==> src/hdl/tsct_pkg.sv <==
package tsct_pkg;

    // Keycodes (HID usage)
    localparam logic [15:0] KC_A    = 16'h0004;
    localparam logic [15:0] KC_Z    = 16'h001D;
    localparam logic [15:0] KC_SCLN = 16'h0033;
    localparam logic [15:0] KC_COMM = 16'h0036;
    localparam logic [15:0] KC_DOT  = 16'h0037;
    localparam logic [15:0] KC_SLSH = 16'h0038;
    localparam logic [15:0] KC_LCTL = 16'h00E0;
    localparam logic [15:0] KC_RGUI = 16'h00E7;

    // Modifier counter saturation
    localparam logic [3:0] MOD_MAX = 4'd15;

    // Result kinds
    localparam logic [1:0] KIND_VERDICT = 2'd0;
    localparam logic [1:0] KIND_CHAR    = 2'd1;
    localparam logic [1:0] KIND_TAP     = 2'd2;

    // Chord table columns
    localparam logic [1:0] COL_ALONE = 2'd0;
    localparam logic [1:0] COL_LEFT  = 2'd1;
    localparam logic [1:0] COL_RIGHT = 2'd2;

    // Configuration register indexes
    localparam logic [7:0] CFG_LEFT_THUMB  = 8'd0;
    localparam logic [7:0] CFG_RIGHT_THUMB = 8'd1;

    localparam logic [7:0] NUL = 8'h00;

    typedef struct packed {
        logic [15:0] key_code;
        logic        is_press;
        logic        layer_active;
    } t_in_beat;

    typedef struct packed {
        logic [1:0]  kind;
        logic [15:0] value;
        logic        last;
    } t_out_beat;

    // What one event asks the emitter to send
    typedef struct packed {
        logic        emit_chord;
        logic        emit_tap;
        logic [1:0]  col;
        logic [1:0]  key_cnt;
        logic [7:0]  key0;
        logic [7:0]  key1;
        logic [15:0] tap_code;
        logic        verdict;
    } t_plan;

    // {hit, row}: row of the chord table for a keycode
    function automatic logic [5:0] rom_row(input logic [15:0] code);
        logic [15:0] diff;
        diff = code - KC_A;
        if (code >= KC_A && code <= KC_Z) begin
            rom_row = {1'b1, diff[4:0]};
        end else if (code == KC_SCLN) begin
            rom_row = {1'b1, 5'd26};
        end else if (code == KC_COMM) begin
            rom_row = {1'b1, 5'd27};
        end else if (code == KC_DOT) begin
            rom_row = {1'b1, 5'd28};
        end else if (code == KC_SLSH) begin
            rom_row = {1'b1, 5'd29};
        end else begin
            rom_row = 6'd0;
        end
    endfunction

    // One row: alone, left, right; three chars each, first char highest
    function automatic logic [71:0] rom_entry(input logic [4:0] row);
        case (row)
            5'd0:  rom_entry = {"u", NUL, NUL, "w", "o", NUL, "v", "u", NUL};
            5'd1:  rom_entry = {"h", "e", NUL, "l", "i", NUL, "b", "e", NUL};
            5'd2:  rom_entry = {"s", "u", NUL, "r", "o", NUL, "z", "u", NUL};
            5'd3:  rom_entry = {"t", "e", NUL, "n", "a", NUL, "d", "e", NUL};
            5'd4:  rom_entry = {"t", "a", NUL, "r", "i", NUL, "d", "a", NUL};
            5'd5:  rom_entry = {"k", "e", NUL, "l", "y", "u", "g", "e", NUL};
            5'd6:  rom_entry = {"s", "e", NUL, "m", "o", NUL, "z", "e", NUL};
            5'd7:  rom_entry = {"h", "a", NUL, "b", "a", NUL, "m", "i", NUL};
            5'd8:  rom_entry = {"k", "u", NUL, "g", "u", NUL, "r", "u", NUL};
            5'd9:  rom_entry = {"t", "o", NUL, "d", "o", NUL, "o", NUL, NUL};
            5'd10: rom_entry = {"k", "i", NUL, "g", "i", NUL, "n", "o", NUL};
            5'd11: rom_entry = {"i", NUL, NUL, "p", "o", NUL, "l", "y", "o"};
            5'd12: rom_entry = {"s", "o", NUL, "z", "o", NUL, "y", "u", NUL};
            5'd13: rom_entry = {"m", "e", NUL, "p", "u", NUL, "n", "u", NUL};
            5'd14: rom_entry = {"t", "u", NUL, "d", "u", NUL, "m", "a", NUL};
            5'd15: rom_entry = {",", NUL, NUL, "p", "i", NUL, "l", "e", NUL};
            5'd16: rom_entry = {".", NUL, NUL, "l", "a", NUL, NUL, NUL, NUL};
            5'd17: rom_entry = {"k", "o", NUL, "l", "y", "a", "g", "o", NUL};
            5'd18: rom_entry = {"s", "i", NUL, "a", NUL, NUL, "z", "i", NUL};
            5'd19: rom_entry = {"s", "a", NUL, "r", "e", NUL, "z", "a", NUL};
            5'd20: rom_entry = {"t", "i", NUL, "d", "i", NUL, "n", "i", NUL};
            5'd21: rom_entry = {"h", "u", NUL, "y", "a", NUL, "b", "u", NUL};
            5'd22: rom_entry = {"k", "a", NUL, "e", NUL, NUL, "g", "a", NUL};
            5'd23: rom_entry = {"h", "i", NUL, "-", NUL, NUL, "b", "i", NUL};
            5'd24: rom_entry = {"r", "a", NUL, "p", "a", NUL, "y", "o", NUL};
            5'd25: rom_entry = {".", NUL, NUL, "l", "u", NUL, NUL, NUL, NUL};
            5'd26: rom_entry = {"n", "n", NUL, NUL, NUL, NUL, "l", "t", "u"};
            5'd27: rom_entry = {"n", "e", NUL, "p", "e", NUL, "m", "u", NUL};
            5'd28: rom_entry = {"h", "o", NUL, "b", "o", NUL, "w", "a", NUL};
            5'd29: rom_entry = {"/", NUL, NUL, "?", NUL, NUL, "l", "o", NUL};
            default: rom_entry = 72'd0;
        endcase
    endfunction

endpackage

==> src/hdl/thumb_shift_chord_translator_core.sv <==
// An accepted event is registered, decided in the EVAL state and sent from the EMIT
// state through the output register; the verdict beat always closes the event.
// One event at a time: after the decision come an optional tap beat, then one table
// lookup per cycle while the output is free (up to 3 per key), then the verdict.
// Reset (synchronous, active low): counters, held flags and thumb keycodes go to 0;
// buffered keycodes are left as they are.
module thumb_shift_chord_translator_core (
    input  logic                i_clk,
    input  logic                i_rst_n,
    input  logic                i_cfg_valid,
    output logic                o_cfg_ready,
    input  logic [7:0]          i_cfg_index,
    input  logic [15:0]         i_cfg_data,
    input  logic                i_in_valid,
    output logic                o_in_stall,
    input  tsct_pkg::t_in_beat  i_in_beat,
    output logic                o_out_valid,
    input  logic                i_out_stall,
    output tsct_pkg::t_out_beat o_out_beat
);

    localparam logic [1:0] ST_IDLE = 2'd0;
    localparam logic [1:0] ST_EVAL = 2'd1;
    localparam logic [1:0] ST_EMIT = 2'd2;

    logic [1:0]          r_state, n_state;
    tsct_pkg::t_in_beat  r_beat;
    tsct_pkg::t_plan     r_plan, n_plan;
    logic [1:0]          r_key_pos, n_key_pos;
    logic [1:0]          r_chr_idx, n_chr_idx;
    logic                r_out_valid;
    tsct_pkg::t_out_beat r_out, n_out;
    logic [15:0]         r_left_key;
    logic [15:0]         r_right_key;

    tsct_pkg::t_plan eval_plan;
    logic            eval_strobe;
    logic            in_accept;
    logic            out_free;
    logic            out_load;
    logic [7:0]      cur_key;
    logic [7:0]      rom_char;
    logic            rom_hit;

    // Config port
    assign o_cfg_ready = 1'b1;

    always_ff @(posedge i_clk) begin
        if (!i_rst_n) begin
            r_left_key  <= 16'd0;
            r_right_key <= 16'd0;
        end else if (i_cfg_valid) begin
            if (i_cfg_index == tsct_pkg::CFG_LEFT_THUMB) begin
                r_left_key <= i_cfg_data;
            end
            if (i_cfg_index == tsct_pkg::CFG_RIGHT_THUMB) begin
                r_right_key <= i_cfg_data;
            end
        end
    end

    // Input handshake
    assign o_in_stall = (r_state != ST_IDLE);
    assign in_accept  = i_in_valid && (r_state == ST_IDLE);

    always_ff @(posedge i_clk) begin
        if (in_accept) begin
            r_beat <= i_in_beat;
        end
    end

    // Event decision and chord state
    tsct_event_eval u_eval (
        .i_clk       (i_clk),
        .i_rst_n     (i_rst_n),
        .i_eval      (eval_strobe),
        .i_beat      (r_beat),
        .i_left_key  (r_left_key),
        .i_right_key (r_right_key),
        .o_plan      (eval_plan)
    );

    // Shared character lookup
    assign cur_key = r_key_pos[0] ? r_plan.key1 : r_plan.key0;

    tsct_chord_rom u_rom (
        .i_key  (cur_key),
        .i_col  (r_plan.col),
        .i_idx  (r_chr_idx),
        .o_char (rom_char),
        .o_hit  (rom_hit)
    );

    // Output register frees when empty or taken this cycle
    assign out_free = !r_out_valid || !i_out_stall;

    // Sequencer
    always_comb begin
        n_state     = r_state;
        n_plan      = r_plan;
        n_key_pos   = r_key_pos;
        n_chr_idx   = r_chr_idx;
        n_out       = r_out;
        out_load    = 1'b0;
        eval_strobe = 1'b0;

        unique case (r_state)
            ST_IDLE: begin
                if (i_in_valid) begin
                    n_state = ST_EVAL;
                end
            end
            ST_EVAL: begin
                eval_strobe = 1'b1;
                n_plan      = eval_plan;
                n_key_pos   = 2'd0;
                n_chr_idx   = 2'd0;
                n_state     = ST_EMIT;
            end
            ST_EMIT: begin
                if (out_free) begin
                    if (r_plan.emit_tap) begin
                        out_load        = 1'b1;
                        n_out.kind      = tsct_pkg::KIND_TAP;
                        n_out.value     = r_plan.tap_code;
                        n_out.last      = 1'b0;
                        n_plan.emit_tap = 1'b0;
                    end else if (r_plan.emit_chord && (r_key_pos != r_plan.key_cnt)) begin
                        if (rom_hit) begin
                            out_load    = 1'b1;
                            n_out.kind  = tsct_pkg::KIND_CHAR;
                            n_out.value = {8'h00, rom_char};
                            n_out.last  = 1'b0;
                        end
                        // next key on end of string or after the third char
                        if (!rom_hit || (r_chr_idx == 2'd2)) begin
                            n_key_pos = r_key_pos + 2'd1;
                            n_chr_idx = 2'd0;
                        end else begin
                            n_chr_idx = r_chr_idx + 2'd1;
                        end
                    end else begin
                        out_load    = 1'b1;
                        n_out.kind  = tsct_pkg::KIND_VERDICT;
                        n_out.value = {15'd0, r_plan.verdict};
                        n_out.last  = 1'b1;
                        n_state     = ST_IDLE;
                    end
                end
            end
            default: n_state = ST_IDLE;
        endcase
    end

    always_ff @(posedge i_clk) begin
        if (!i_rst_n) begin
            r_state     <= ST_IDLE;
            r_out_valid <= 1'b0;
        end else begin
            r_state <= n_state;
            if (out_load) begin
                r_out_valid <= 1'b1;
            end else if (!i_out_stall) begin
                r_out_valid <= 1'b0;
            end
        end
    end

    always_ff @(posedge i_clk) begin
        r_plan    <= n_plan;
        r_key_pos <= n_key_pos;
        r_chr_idx <= n_chr_idx;
        if (out_load) begin
            r_out <= n_out;
        end
    end

    assign o_out_valid = r_out_valid;
    assign o_out_beat  = r_out;

endmodule

==> src/hdl/tsct_chord_rom.sv <==
module tsct_chord_rom (
    input  logic [7:0] i_key,
    input  logic [1:0] i_col,
    input  logic [1:0] i_idx,
    output logic [7:0] o_char,
    output logic       o_hit
);

    logic [5:0]  row_info;
    logic [71:0] entry;
    logic [23:0] cell_chars;

    // Row lookup and table read
    assign row_info = tsct_pkg::rom_row({8'h00, i_key});
    assign entry    = tsct_pkg::rom_entry(row_info[4:0]);

    // Column select
    always_comb begin
        unique case (i_col)
            tsct_pkg::COL_ALONE: cell_chars = entry[71:48];
            tsct_pkg::COL_LEFT:  cell_chars = entry[47:24];
            tsct_pkg::COL_RIGHT: cell_chars = entry[23:0];
            default:             cell_chars = 24'd0;
        endcase
    end

    // Character select; a zero byte ends the string
    always_comb begin
        case (i_idx)
            2'd0:    o_char = cell_chars[23:16];
            2'd1:    o_char = cell_chars[15:8];
            2'd2:    o_char = cell_chars[7:0];
            default: o_char = 8'h00;
        endcase
    end

    assign o_hit = row_info[5] && (o_char != 8'h00);

endmodule

==> src/hdl/tsct_event_eval.sv <==
module tsct_event_eval (
    input  logic               i_clk,
    input  logic               i_rst_n,
    input  logic               i_eval,
    input  tsct_pkg::t_in_beat i_beat,
    input  logic [15:0]        i_left_key,
    input  logic [15:0]        i_right_key,
    output tsct_pkg::t_plan    o_plan
);

    // Chord and modifier state
    logic [7:0] r_key0, n_key0;
    logic [7:0] r_key1, n_key1;
    logic [1:0] r_pend_cnt, n_pend_cnt;
    logic [1:0] r_chord_cnt, n_chord_cnt;
    logic [3:0] r_mod_cnt, n_mod_cnt;
    logic       r_left_held, n_left_held;
    logic       r_right_held, n_right_held;
    logic       r_mod_seen, n_mod_seen;

    logic       is_mod;
    logic       is_left;
    logic       is_right;
    logic [5:0] row_info;
    logic [1:0] chord_inc;
    logic       do_emit;
    logic       do_clear;

    assign is_mod    = (i_beat.key_code >= tsct_pkg::KC_LCTL) &&
                       (i_beat.key_code <= tsct_pkg::KC_RGUI);
    assign is_left   = (i_beat.key_code == i_left_key);
    assign is_right  = !is_left && (i_beat.key_code == i_right_key);
    assign row_info  = tsct_pkg::rom_row(i_beat.key_code);
    assign chord_inc = r_chord_cnt + 2'd1;

    // Event decision and next state
    always_comb begin
        n_key0       = r_key0;
        n_key1       = r_key1;
        n_pend_cnt   = r_pend_cnt;
        n_chord_cnt  = r_chord_cnt;
        n_mod_cnt    = r_mod_cnt;
        n_left_held  = r_left_held;
        n_right_held = r_right_held;
        n_mod_seen   = r_mod_seen;
        do_emit      = 1'b0;
        do_clear     = 1'b0;

        o_plan            = '0;
        o_plan.verdict    = 1'b1;
        o_plan.tap_code   = i_beat.key_code;
        o_plan.key0       = r_key0;
        o_plan.key1       = r_key1;
        o_plan.col        = tsct_pkg::COL_ALONE;

        if (is_mod) begin
            if (i_beat.is_press) begin
                if (r_mod_cnt < tsct_pkg::MOD_MAX) begin
                    n_mod_cnt = r_mod_cnt + 4'd1;
                end
                n_mod_seen = 1'b1;
            end else if (r_mod_cnt != 4'd0) begin
                n_mod_cnt = r_mod_cnt - 4'd1;
            end
        end else if (r_mod_cnt != 4'd0) begin
            do_clear = i_beat.is_press;
        end else if (r_mod_seen) begin
            n_mod_seen = 1'b0;
            do_clear   = 1'b1;
        end else if (i_beat.layer_active) begin
            if (i_beat.is_press) begin
                if (is_left || is_right) begin
                    if (is_left) begin
                        n_left_held = 1'b1;
                    end else begin
                        n_right_held = 1'b1;
                    end
                    n_chord_cnt    = chord_inc;
                    do_emit        = (chord_inc > 2'd1);
                    o_plan.verdict = 1'b0;
                end else if (row_info[5]) begin
                    if (r_pend_cnt < 2'd2) begin
                        if (r_pend_cnt == 2'd0) begin
                            n_key0 = i_beat.key_code[7:0];
                        end else begin
                            n_key1 = i_beat.key_code[7:0];
                        end
                        n_pend_cnt = r_pend_cnt + 2'd1;
                    end
                    n_chord_cnt    = chord_inc;
                    do_emit        = (chord_inc > 2'd1);
                    o_plan.verdict = 1'b0;
                end else begin
                    do_clear = 1'b1;
                end
            end else begin
                if (is_left || is_right) begin
                    if (is_left) begin
                        n_left_held = 1'b0;
                    end else begin
                        n_right_held = 1'b0;
                    end
                    if (r_chord_cnt != 2'd0) begin
                        if (r_chord_cnt == 2'd1 && r_pend_cnt == 2'd0) begin
                            // thumb key alone: tap
                            o_plan.emit_tap = 1'b1;
                            do_clear        = 1'b1;
                        end else begin
                            do_emit = 1'b1;
                        end
                    end
                    o_plan.verdict = 1'b0;
                end else if (row_info[5]) begin
                    do_emit        = (r_chord_cnt != 2'd0);
                    o_plan.verdict = 1'b0;
                end
            end
        end

        // Chord snapshot uses the updated buffer and thumb state
        if (do_emit) begin
            o_plan.emit_chord = 1'b1;
            o_plan.key0       = n_key0;
            o_plan.key1       = n_key1;
            o_plan.key_cnt    = n_pend_cnt;
            if (n_left_held) begin
                o_plan.col = tsct_pkg::COL_LEFT;
            end else if (n_right_held) begin
                o_plan.col = tsct_pkg::COL_RIGHT;
            end
            do_clear = 1'b1;
        end

        if (do_clear) begin
            n_pend_cnt   = 2'd0;
            n_chord_cnt  = 2'd0;
            n_left_held  = 1'b0;
            n_right_held = 1'b0;
        end
    end

    // Control state
    always_ff @(posedge i_clk) begin
        if (!i_rst_n) begin
            r_pend_cnt   <= 2'd0;
            r_chord_cnt  <= 2'd0;
            r_mod_cnt    <= 4'd0;
            r_left_held  <= 1'b0;
            r_right_held <= 1'b0;
            r_mod_seen   <= 1'b0;
        end else if (i_eval) begin
            r_pend_cnt   <= n_pend_cnt;
            r_chord_cnt  <= n_chord_cnt;
            r_mod_cnt    <= n_mod_cnt;
            r_left_held  <= n_left_held;
            r_right_held <= n_right_held;
            r_mod_seen   <= n_mod_seen;
        end
    end

    // Buffered chord keycodes, read only once written
    always_ff @(posedge i_clk) begin
        if (i_eval) begin
            r_key0 <= n_key0;
            r_key1 <= n_key1;
        end
    end

endmodule
==> config.mk <==
export PLATFORM = sky130hd
export DESIGN_NAME = thumb_shift_chord_translator_core
export DESIGN_NICKNAME = d
export VERILOG_FILES = /design/src/hdl/tsct_pkg.sv /design/src/hdl/thumb_shift_chord_translator_core.sv /design/src/hdl/tsct_chord_rom.sv /design/src/hdl/tsct_event_eval.sv
export SDC_FILE = /design/constraint.sdc
export NUM_CORES = 1
export LEC_CHECK = 0
export ABC_AREA = 1
export CAP_MARGIN = 10
export CORE_MARGIN = 3
export CORE_UTILIZATION = 62
export CTS_CLUSTER_SIZE = 30
export DETAILED_ROUTE_END_ITERATION = 12
export DONT_BUFFER_PORTS = 1
export PLACE_DENSITY = 0.88
export SYNTH_ARGS = -nofsm -noshare
export SYNTH_HDL_FRONTEND = slang
export SYNTH_SLANG_ARGS = --single-unit
==> constraint.sdc <==
create_clock -name i_clk -period 10.6 [get_ports i_clk]
set_input_delay 1.59 -clock i_clk [delete_from_list [all_inputs] [get_ports i_clk]]
set_output_delay 1.59 -clock i_clk [all_outputs]
set_load 0.005 [all_outputs]
# After elaboration in Yosys (flattened, before gate mapping)
# Memories as Yosys holds them, arrays and structs flattened.
# Cells that the tools add are included.
[word_totals]
reg_bits = 142
mem_count = 1
out_inout_bits = 22
input_bits = 47
mem_bits_rw = 0
mem_bits_ro = 1728
latchBits = 0
elab_cells = 259
[op_classes]
n_shift = 0
n_mux = 133
mul = 0
bitwise_logic = 3
eq_ne = 33
div = 0
n_addsub = 8
n_reduce_logical = 42
order_cmp = 9
[mem_list]
columns = ["memory", "depth", "word_bits", "read_ports", "rd_ports_with_merged_regs", "wr", "line", "source"]
rows = [
  ["(name not given)", 32, 54, 1, 0, 0, "tsct_pkg.sv:77", "case (row)"],
]
[ops]
columns = ["operator", "count"]
rows = [
  ["two-way mux 8 bit", 19],
  ["one-hot mux 24 bit (3 select lines)", 1],
  ["equality test 16 x 6 -> 1 bit (second input constant)", 4],
  ["two-way mux 1 bit", 61],
  ["two-way mux 2 bit", 30],
  ["two-way mux 6 bit", 10],
  ["two-way mux 19 bit", 2],
  ["equality test 16 bit", 2],
  ["equality test 8 x 6 -> 1 bit (second input constant)", 4],
  ["one-hot mux 8 bit (3 select lines)", 1],
  ["inequality test 2 bit (second input constant)", 9],
  ["two-way mux 17 bit", 1],
  [">= comparator 16 x 3 -> 1 bit (second input constant)", 1],
  [">= comparator 16 x 8 -> 1 bit (second input constant)", 1],
  ["less-or-equal comparator 16 x 5 -> 1 bit (second input constant)", 1],
  ["less-or-equal comparator 16 x 8 -> 1 bit (second input constant)", 1],
  ["two-way mux 16 bit", 1],
  ["AND reduction 4 bit", 4],
  ["two-way mux 4 bit", 3],
  ["nonzero test 2 bit", 6],
  ["subtractor 5 x 3 -> 5 bit (second input constant)", 2],
  ["adder 2 x 1 -> 2 bit (second input constant)", 4],
  ["equality test 2 x 1 -> 1 bit (second input constant)", 4],
  ["equality test 8 x 1 -> 1 bit (second input constant)", 1],
  ["29 further kinds", 55],
]

# Longest topological paths before layout
# An unclocked memory read counts as a cell.
[depth]
ltp_word = 19
mapped_depth = 30
ltp_nobuf = 30

# By module
# From an unflattened synthesis, not the netlist that was laid out.
[unflattened]
hier_cells = 1313
hier_area_um2 = 9298.9
[by_module_without_submodules]
columns = ["module", "seq_area_each_um2", "cells_each", "n_inst", "area_each_um2"]
rows = [
  ["thumb_shift_chord_translator_core", 3103.0, 409, 1, 4468.0],
  ["tsct_event_eval", 700.7, 446, 1, 2627.5],
  ["tsct_chord_rom", 0.0, 458, 1, 2203.4],
]

# Worst setup path after synthesis
# OpenSTA, ideal clock, no wires.
[synth_timing]
path_kind = "register -> register"
startpoint = "register r_state[0]"
endpoint = "register r_key_pos[0] (enable)"
setup_ns = 0.295
path_buffers = 0
synth_period_minus_slack_ns = 4.476
t_required_ns = 10.306
setup_slack_ns = 6.124
stages_incl_launch_ff = 7
arrival_time_ns = 4.182
path_cell_list = "dfxtp_1 -> inv_1 -> nor2_1 -> clkinv_1 -> o21ai_0 -> nand2_1 -> inv_1"
[synth_between]
elab_chain_len = 3
word_cells_on_any_way = 8
cone_classes = "eq/ne (6); reduce/logical (2)"
[synth_lines]
columns = ["item", "line", "source"]
rows = [
  ["from (decl)", "thumb_shift_chord_translator_core.sv:26", "logic [1:0] r_state, n_state;"],
  ["from (signal assigned)", "thumb_shift_chord_translator_core.sv:160", "r_state <= n_state;"],
  ["equality test 2 bit or equality test 2 x 1 -> 1 bit (tied branches)", "thumb_shift_chord_translator_core.sv:107", "unique case (r_state)"],
  ["inequality test 2 bit (no source line) or nonzero test 2 bit (tied branches)", "-", ""],
  ["AND reduction 5 bit (no source line) *", "-", ""],
  ["to (signal assigned)", "thumb_shift_chord_translator_core.sv:171", "r_key_pos <= n_key_pos;"],
  ["to (decl)", "thumb_shift_chord_translator_core.sv:29", "logic [1:0] r_key_pos, n_key_pos;"],
]
# Every way passes the cells marked *; elsewhere a longest branch is shown, timed or not.
# A chain may end at the register's enable or synchronous reset.

# Worst setup path in the final report
[layout_timing]
startpoint = "register r_key_pos[0]"
endpoint = "register r_out (netlist bit o_out_beat[12]) (enable)"
[layout_between]
elab_chain_len = 18
word_cells_on_any_way = 28
cone_classes = "add/sub (1); order compare (2); eq/ne (6); mux (13); reduce/logical (5); memory (1)"
[layout_lines]
columns = ["item", "line", "source"]
rows = [
  ["two-way mux 8 bit", "thumb_shift_chord_translator_core.sv:84", "assign cur_key = r_key_pos[0] ? r_plan.key1 : r_plan.key0;"],
  ["equality test 8 x 6 -> 1 bit", "tsct_pkg.sv:68", "end else if (code == KC_SLSH) begin"],
  ["two-way mux 6 bit", "tsct_pkg.sv:68", ""],
  ["two-way mux 6 bit", "tsct_pkg.sv:66", "end else if (code == KC_DOT) begin"],
  ["two-way mux 6 bit", "tsct_pkg.sv:64", "end else if (code == KC_COMM) begin"],
  ["two-way mux 6 bit", "tsct_pkg.sv:62", "end else if (code == KC_SCLN) begin"],
  ["two-way mux 6 bit", "tsct_pkg.sv:60", "if (code >= KC_A && code <= KC_Z) begin"],
  ["memory (32 x 54 bit)", "-", ""],
  ["[... 2 more ...]", "-", ""],
  ["nonzero test 8 bit", "tsct_chord_rom.sv:37", "assign o_hit = row_info[5] && (o_char != 8'h00);"],
  ["logical AND 1 bit", "tsct_chord_rom.sv:37", ""],
  ["two-way mux 1 bit", "thumb_shift_chord_translator_core.sv:129", "if (rom_hit) begin"],
  ["two-way mux 1 bit", "thumb_shift_chord_translator_core.sv:128", "end else if (r_plan.emit_chord && (r_key_pos != r_plan.key_cnt)) begin"],
  ["two-way mux 1 bit", "thumb_shift_chord_translator_core.sv:122", "if (r_plan.emit_tap) begin"],
  ["two-way mux 1 bit", "thumb_shift_chord_translator_core.sv:121", "if (out_free) begin"],
  ["two-way mux 1 bit", "thumb_shift_chord_translator_core.sv:107", ""],
  ["AND reduction 4 bit (no source line) *", "-", ""],
  ["to (signal assigned)", "thumb_shift_chord_translator_core.sv:174", "r_out <= n_out;"],
  ["to (decl)", "thumb_shift_chord_translator_core.sv:32", "tsct_pkg::t_out_beat r_out, n_out;"],
]
# Marked as above.

==> reports/metrics.yaml <==
p_leak_nw: 4.04
row_count: 41
clock_path_buffers: 2
place_ws_ps: 5070
ys.flop_type: "edfxtp_1"
cts_tree: "yes"
cpPeakStageDelay_ps: 650
routed_wirelength_um: 22900
clockRootBuffer: "clkbuf_16"
ios: 69
grt_use_total_pct: 31.5
setup_slack_ps: 4790
peakVddDrop_uv: 147
max-slew-margin-rel_pct: 39.8
die_h_um: 122
critPathKind: "reg2reg"
syn_area_um2: 8340
layout-drive-gt1-share_pct: 7.82
cp_common_cell: "nand2_1"
final.setup.tns_ps: 0
synth_edf_count: 96
die_x_um: 122
fmax_ghz: 0.172
drc_errors: 0
drv_cap: 0
wl_per_cell_um: 18.6
drt_iter0_drc: 1200
hpwl_um: 16000
insertion_delay_ps: 430
fin_nets: 1120
hold_viol_final: 0
p_per_area_nw_per_um2: 152
tightestPinTransition_ps: 897
ys_async_sr_fraction_pct: 0
ys_ff_latch: 142
dieArea_um2: 14900
synth_top_cell_by_area: "edfxtp_1"
clock_skew_ps: 9.99
core_um2: 12900
path_max_fanout: 19
gp_congestion: 1.03
post_synth_num_cell_types: 46
worstPathRequired_ps: 10670
yosysWarningCount: 0
num_vias: 7495
final_cells: 1234
firstDrtPassIters: 8
fin_crit_ps: 5810
final_core_utilization_pct: 70.0
diodes: 0
postRouteAntennaNets: 0
start_util_pct: 64.8
grt_start_max_net_pins: 59
clkSinkCount: 142
overflow: 0
holdBufCountCts: 0
critPathTopFamily: "simple AND/OR/NAND/NOR gates"
hold_path.class: "reg2reg"
post_cts_resized: 0
finalSetupViolCount: 0
first_global_vias: 7062
synth_area_per_cell_um2: 7.87
viasPerCell: 6.07
synth_seq_area_share_pct: 45.6
worstPathArrival_ps: 5880
status: "finished, final reports clean"
total_power_w: 0.00137
rsz0062_at_grt: "false"
clk_pin_slew_ps: 70
placed_cells: 1202
grt_pass1_wl_um: 36000
area_delta_synth_final_pct: 8.04
synth_top_area_share_pct: 34.6
syn_nets: 1130
ys_top_cells_by_area: "edfxtp_1 (35%), nand2_1 (12%), dfxtp_1 (11%)"
slowest_stage: "edfxtp_1"
antenna_found_initial: 0
numPortBuffers: 0
cp_num_buf_inv: 6
startpoint_type: "flop"
synthCells: 1059
ctsHtreeMaxLevel: 4
finalMaxSlewViolations: 0
synth_common_cells: "nand2_1 (264), inv_1 (130), nand3_1 (100), nor2_1 (98), edfxtp_1 (96)"
yosysMostFrequentCell: "nand2_1"
cts_buffers: 17
post-cts-setup-buffers: 0
end_kind: "flop"
finalCritPeriodShare_pct: 54.8
## cells in the final DEF, fill, tap and decap left out, types with 4 or more instances in the layout
| cell | instances |
|---|---|
| a211oi_1 | 17 |
| buf_4 | 6 |
| dfxtp_1 | 46 |
| xnor2_1 | 17 |
| or2_2 | 5 |
| nand3_1 | 100 |
| edfxtp_1 | 96 |
| nand2_1 | 264 |
| nand2_2 | 13 |
| nor2_1 | 97 |
| ha_1 | 23 |
| o21ai_1 | 11 |
| inv_6 | 4 |
| xor2_1 | 16 |
| clkinv_1 | 6 |
| inv_2 | 7 |
| nand4_1 | 15 |
| o21a_1 | 15 |
| nor2_2 | 8 |
| clkbuf_16 | 17 |
| inv_1 | 130 |
| o21ai_0 | 52 |
| nor4_1 | 9 |
| a21oi_1 | 45 |
| nor3_1 | 6 |
| nor2_4 | 4 |
| nand3_2 | 4 |
## area by class of cell
type	instances	area, um^2
sequential	142	3800
fill	994	3870
clock buffer	19	443
inverter	143	537
clock inverter	13	153
multi-input combinational	739	3810
timing repair buffer	6	45.0
tap	172	215
## routing by layer
layer / track usage, % / routed length [um] / vias up
li1: - / - / 3463
met1: 40.5 / 8730 / 3401
met2: 49.1 / 10600 / 520
met3: 8.40 / 2460 / 111
met4: 16.5 / 1150 / 0
met5: 0 / 0 / -
## per-stage QoR
stage | hold WS, ps | instance area, um^2
after floorplan | 412 | 8340
after global placement | 424 | 8410
after detailed placement | 430 | 8410
after CTS | 442 | 9010
after global routing | 465 | 9010
final | 444 | 9010
## registers in the layout (all words and copies together), names as in the netlist, 4 cells and up
| signal | count |
|---|---|
| o_out_beat | 19 |
| r_beat | 18 |
| r_plan | 39 |
| u_eval.r_key1 | 8 |
| r_right_key | 16 |
| r_left_key | 16 |
| u_eval.r_key0 | 8 |
| u_eval.r_mod_cnt | 4 |
## tightest hold or removal path: stages, from the launching register on
cell and delay (ps):
dfxtp_1 320, nand2_1 50, a21oi_1 30
## worst paths after layout
path / from / endpoint / cells after the start / slack [ps]
max: r_key_pos[0] / o_out_beat[12] / 30 / 4790
min: u_eval.r_chord_cnt[1] / u_eval.r_chord_cnt[1] / 2 / 440
max reg2reg: r_key_pos[0] / o_out_beat[12] / 30 / 4790
min reg2reg: u_eval.r_chord_cnt[1] / u_eval.r_chord_cnt[1] / 2 / 440
## cells by family after synthesis
family	count (synthesis)	synth area share, %
AND/OR/NAND/NOR	531	28.1
buffers and inverters	178	8.82
flip-flops	142	45.6
XOR/XNOR	33	3.47
adder cells (fa/ha/maj)	24	3.69
other	1	0.0450
AO/OA/AOI/OAI	150	10.3
## power breakdown
part	total, W	switching, W	internal, W
Clock	0.000606	0.000248	0.000358
Combinational	0.000131	0.0000941	0.0000371
Sequential	0.000633	0.0000184	0.000615
Total	0.00137	0.000360	0.00101
(Power assumes the default switching activity.)
